File: src/rtl/pfc_pkg.sv
package pfc_pkg;

  // Color table geometry
  localparam int unsigned PAL_ENTRIES = 256;
  localparam int unsigned PAL_AW      = (PAL_ENTRIES > 1) ? $clog2(PAL_ENTRIES) : 1;
  localparam int unsigned INDEX_W     = 8;
  localparam int unsigned COLOR_W     = 24;
  localparam int unsigned PIXEL_W     = 32;
  localparam int unsigned FMT_W       = 3;

  // Item actions
  localparam logic ACT_CONVERT   = 1'b0;
  localparam logic ACT_PAL_WRITE = 1'b1;

  // Source format codes
  localparam logic [FMT_W-1:0] FMT_PALETTE = 3'd0;
  localparam logic [FMT_W-1:0] FMT_RGB555  = 3'd1;
  localparam logic [FMT_W-1:0] FMT_RGB565  = 3'd2;
  localparam logic [FMT_W-1:0] FMT_BYTES   = 3'd3;
  localparam logic [FMT_W-1:0] FMT_SWAP32  = 3'd4;

  // Configuration register map
  localparam int unsigned      APB_AW            = 3;
  localparam logic             REG_SOURCE_FORMAT = 1'b0;

  // Request from the pipeline to the color table
  typedef struct packed {
    logic                 wr_en;
    logic                 rd_en;
    logic [INDEX_W-1:0]   index;
    logic [COLOR_W-1:0]   color;
  } pal_req_t;

endpackage

File: src/rtl/pfc_unpack.sv
module pfc_unpack (
  input  logic [pfc_pkg::FMT_W-1:0]     fmt,
  input  logic [23:0]                   pixel,
  input  logic [pfc_pkg::COLOR_W-1:0]   entry,
  output logic [pfc_pkg::COLOR_W-1:0]   color
);
  logic [4:0] r5;
  logic [4:0] g5;
  logic [5:0] g6;
  logic [4:0] b5_555;
  logic [4:0] b5_565;

  assign r5     = pixel[4:0];
  assign g5     = pixel[9:5];
  assign g6     = pixel[10:5];
  assign b5_555 = pixel[14:10];
  assign b5_565 = pixel[15:11];

  // Widen narrow channels by repeating their low bits
  always_comb begin
    unique case (fmt)
      pfc_pkg::FMT_PALETTE: color = entry;
      pfc_pkg::FMT_RGB555:  color = {b5_555, b5_555[2:0], g5, g5[2:0], r5, r5[2:0]};
      pfc_pkg::FMT_RGB565:  color = {b5_565, b5_565[2:0], g6, g6[1:0], r5, r5[2:0]};
      pfc_pkg::FMT_BYTES:   color = pixel;
      pfc_pkg::FMT_SWAP32:  color = {pixel[7:0], pixel[15:8], pixel[23:16]};
      default:              color = '0;
    endcase
  end
endmodule
File: config.mk
export PLATFORM = sky130hd
export DESIGN_NAME = pfc_unpack
export DESIGN_NICKNAME = d
export VERILOG_FILES = /design/src/rtl/pfc_pkg.sv /design/src/rtl/pfc_unpack.sv
export SDC_FILE = /design/constraint.sdc
export NUM_CORES = 1
export LEC_CHECK = 0
export BUFFER_PORTS_ARGS = -buffer_cell sky130_fd_sc_hd__buf_2
export CAP_MARGIN = 20
export CORE_ASPECT_RATIO = 1.1
export CORE_MARGIN = 3
export CORE_UTILIZATION = 44
export DETAILED_ROUTE_END_ITERATION = 12
export PLACE_DENSITY = 0.95
export SLEW_MARGIN = 20
export SYNTH_ARGS = -nofsm -noshare
export SYNTH_HDL_FRONTEND = slang
export SYNTH_SLANG_ARGS = --single-unit
File: constraint.sdc
create_clock -name vclk -period 1.6
set_input_delay 0.32 -clock vclk [all_inputs]
set_output_delay 0.32 -clock vclk [all_outputs]
set_load 0.05 [all_outputs]
==> results of run 1 <==
[cell usage after synthesis (all sizes together)]
library cell	n
o32a	2
a22oi	4
buf	14
nor4b	5
and2b	1
mux2i	17
nand2b	1
a21oi	8
a211oi	3
nor2b	5
nand2	8
a32oi	2
o21ai	4
nand3b	2
clkbuf	3
o221ai	2
nor4bb	2
or2	3
a221o	2
a41oi	1
and3b	2
and3	2
inv	2
nand3	6
o211ai	7
nor3b	2
mux2	9
nor2	3
o22ai	5
a311o	1
a31oi	8
nor3	1
o31ai	3
a2bb2oi	1
[through the flow]
| step | setup TNS [ns] | util | std cells |
|---|---|---|---|
| 2_1_floorplan | -3.06 | - | 141 |
| 3_3_place_gp | -2.71 | 0.747 | 250 |
| 3_5_place_dp | -3.74 | 0.747 | 250 |
| 4_1_cts | -0.433 | 0.902 | 255 |
[repair_timing]
| item | 4_1_cts |
|---|---|
| hold endpoints to repair | 0 |
| endpoints found under the setup margin | 24 |
| buffers inserted | 2 |
| pin swaps | 17 |
| cloned | 3 |
| hold buffers | 0 |
| resized for setup | 72 |
[logic make-up after synthesis]
| kind of cell | share of synthesized area |
|---|---|
| compound gates | 0.359 |
| simple gates | 0.250 |
| mux | 0.264 |
| buf+inv | 0.127 |
==> run_results.csv, run 1 <==
group,metric,value,unit
floorplanning,fp.dieW,52.7,µm
yosys,yosysUniqueCellTypes,42,
placement,place_congestion,0.844,
yosys,synth_top_area_frac,0.161,
floorplanning,die_y,57.4,µm
floorplanning,io_pins,75,
yosys,synth_area,0.00106,mm²
floorplanning,rows,17,
placement,io_buffers,75,
yosys,yosysWarningCount,0,
placement,pre_cts_ws,-0.308,ns
yosys,synth_top_area_cell,"mux2i_1",
yosys,syn_nets,192,
status,outcome,"did not finish",
timing,crit_endpoint,"color[19]",
yosys,syn_avg_cell_area,7.49,µm²
placement,placed_area,0.00160,mm²
global_route,grt_max_degree,16,
status,lastStage,"5_1_grt",
timing,worst-ep-kind,"primary output",
yosys,synthTopCellsByArea,"mux2i_1 (16%), mux2_2 (7.5%), buf_6 (5.3%)",
floorplanning,start_util,0.492,
placement,dpl.hpwl,3290,µm
yosys,synth_cells,141,
status,error_line,"[ERROR DPL-0038] Utilization greater than 100%, impossible to legalize",
yosys,ys_seq_area_frac,0,
==> inputs of run 2 (changes only) <==
--- a/config.mk
+++ b/config.mk
@@ -7,11 +7,10 @@
 export LEC_CHECK = 0
 export BUFFER_PORTS_ARGS = -buffer_cell sky130_fd_sc_hd__buf_2
 export CAP_MARGIN = 20
-export CORE_ASPECT_RATIO = 1.1
-export CORE_MARGIN = 3
-export CORE_UTILIZATION = 44
+export CORE_AREA = 3 3 64 66
 export DETAILED_ROUTE_END_ITERATION = 12
-export PLACE_DENSITY = 0.95
+export DIE_AREA = 0 0 67 69
+export PLACE_DENSITY_LB_ADDON = 0.15
 export SLEW_MARGIN = 20
 export SYNTH_ARGS = -nofsm -noshare
 export SYNTH_HDL_FRONTEND = slang
==> run 2 against run 1 <==
Effect of this change: the flow now finishes, with violations (negative setup slack); area after synthesis is the same; synthesized cell count is the same.
==> run_results.csv, run 2 <==
group,metric,value,unit
timing,finalWorstPathRequiredPeriod,1.66,ns
yosys,yosysUniqueCellTypes,42,
yosys,synth_cells,141,
critical_path,crit_family,"buffers and inverters",
critical_path,cp-start-kind,"input port",
global_route,overflow,0,
global_route,antenna_found_initial,0,
timing,finalMaxSlewViolations,0,
critical_path,end_kind,"primary output",
placement,place_congestion,0.782,
cells_and_area,nClkBuffers,0,
floorplanning,die_y,69,µm
timing,fmax,601,MHz
yosys,synthTopCellsByArea,"mux2i_1 (16%), mux2_2 (7.5%), buf_6 (5.3%)",
critical_path,worstPathCellList,"buf_12, buf_8, mux2_4, a221o_1, buf_6",
yosys,synth_top_area_frac,0.161,
global_route,grt_max_degree,15,
placement,dpl.hpwl,3450,µm
critical_path,path_class,"input port to primary output",
floorplanning,core,0.00363,mm²
global_route,grt_pass1_wl,8150,µm
placement,io_buffers,75,
yosys,yosys.area_share.simple,0.250,
cells_and_area,seq_cell_count,0,
timing,hold_viol,0,
power,p_leak,1.09,nW
cells_and_area,area_delta_synth_final,125,%
power,cellPowerDensity,390,mW/mm²
timing,rsz0062_at_grt,"true",
floorplanning,rows,22,
power,ir_drop,193,µV
run,cap_violations,0,
timing,finalSetupViolCount,18,
yosys,syn_nets,192,
status,outcome,"complete, but fails checks",
drt,wl_per_cell,17.6,µm
placement,dp_cells,275,
yosys,synth_top_area_cell,"mux2i_1",
yosys,synth_area,0.00106,mm²
drt,dr.pass1.iters,4,
yosys,synth_common_cells,"mux2i_1 (17), a21oi_1 (8), a31oi_1 (8), nand2_1 (8)",
drt,antenna_left,0,
timing,hold_ws,1.04,ns
yosys,yosysWarningCount,0,
yosys,synthMuxAreaShare,0.264,
cells_and_area,final_cell_area,0.00238,mm²
timing,finalCritPeriodShare,1.04,
status,violations,"negative setup slack",
critical_path,worst_path_max_delay_cell,"a221o_1",
timing,tightestPinTransition,0.314,ns
global_route,met3_usage,0.00489,
cells_and_area,post-route-util,0.655,
worst_hold_path,hp-class,"input port to primary output",
clock_tree,hold_buffers,0,
global_route,gr-max-usage-layer,"met2",
cells_and_area,nFillCells,314,
drt,routed_wl,5170,µm
cells_and_area,layout_commonest_cell,"buf_2",
timing,setup_tns,-0.549,ns
global_route,gr-usage-met1,0.277,
global_route,grt_pass1_vias,1678,
floorplanning,fp.dieArea,0.00462,mm²
cells_and_area,fin_nets,298,
critical_path,cp.buffers_inverters,3,
cells_and_area,seq_area,0,µm²
cells_and_area,insertedDiodeCount,0,
drt,via_per_inst,5.64,
critical_path,crit_fanout,8,
yosys,ys_seq_area_frac,0,
timing,worst_slack,-0.0646,ns
yosys,synth_fa_ha_area_frac,0,
drt,route.vias.total,1653,
floorplanning,fp.dieW,67,µm
drt,drcViolationCount,0,
cells_and_area,final_cells,293,
cells_and_area,drive_gt1_frac,0.731,
placement,placed_area,0.00167,mm²
yosys,syn_avg_cell_area,7.49,µm²
timing,max_slew_margin,0.789,
yosys,synth_xor_area_frac,0,
floorplanning,io_pins,75,
cells_and_area,final_cell_mix,"buf_2 (48), buf_4 (35), buf_6 (22), mux2i_1 (16), buf_12 (9)",
global_route,track_usage,0.215,
global_route,grtUsageMet2,0.400,
critical_path,max_stage_delay,0.32,ns
floorplanning,start_util,0.291,
yosys,synth_top_family_by_area,"compound AO/OA/AOI/OAI gates",
critical_path,arrival,1.34,ns
yosys,synth_compound_area_frac,0.359,
drt,drt_iter0_markers,77,
critical_path,cp_data_required_time,1.28,ns
yosys,synth.most_common_cell,"mux2i_1",
run 2: power breakdown:
| part | total, mW | internal (mW) | switching, mW |
|---|---|---|---|
| clock | 0 | 0 | 0 |
| combinational | 0.929 | 0.430 | 0.499 |
| sequential | 0 | 0 | 0 |
| total | 0.929 | 0.430 | 0.499 |
run 2: layout make-up:
class              count  area [µm²]  area share
inverters              2        13.8     0.00579
multi-input cells    122        1200       0.506
repair buffers       121        1100       0.463
well taps             48        60.1      0.0252
run 2: stage by stage:
| stage | worst slack (ns) | power (mW) |
|---|---|---|
| floorplan | -0.297 | 0.471 |
| global placement | -0.185 | 0.666 |
| detailed placement | -0.208 | 0.676 |
| CTS | -0.0757 | 0.880 |
| global route | -0.0962 | 0.974 |
| finish | -0.0646 | 0.929 |
run 2: tightest hold or removal path, cell delays in order:
cell     delay (ns)
buf_2          0.09
nand3_1        0.08
o21ai_2        0.07
buf_6          0.15
run 2: cell families after synthesis:
logic type / count (synthesis)
AOI/OAI and AO/OA: 53
and+or+nand+nor: 43
muxes: 26
buffers and inverters: 19
run 2: path summary, 6_finish.rpt:
check | startpoint | to | cells past startpoint | slack, ns
worst max-delay path | fmt[2] | color[18] | 5 | -0.06
worst min-delay path | pixel[16] | color[0] | 4 | 1.04
run 2: layer usage:
layer  vias to the layer above  routed length [µm]
met5                         -                   0
met1                       793                2080
li1                        781                   -
met3                         8                 269
met2                        71                2780
met4                         0                  39
run 2: what timing repair did:
item / CTS / global route
pin swaps: 24 / 20
setup buffers: 4 / 8
gates cloned: 6 / 1
endpoints found under the setup margin: 24 / 24
resized for setup: 102 / 21
(Power assumes the default switching activity.)
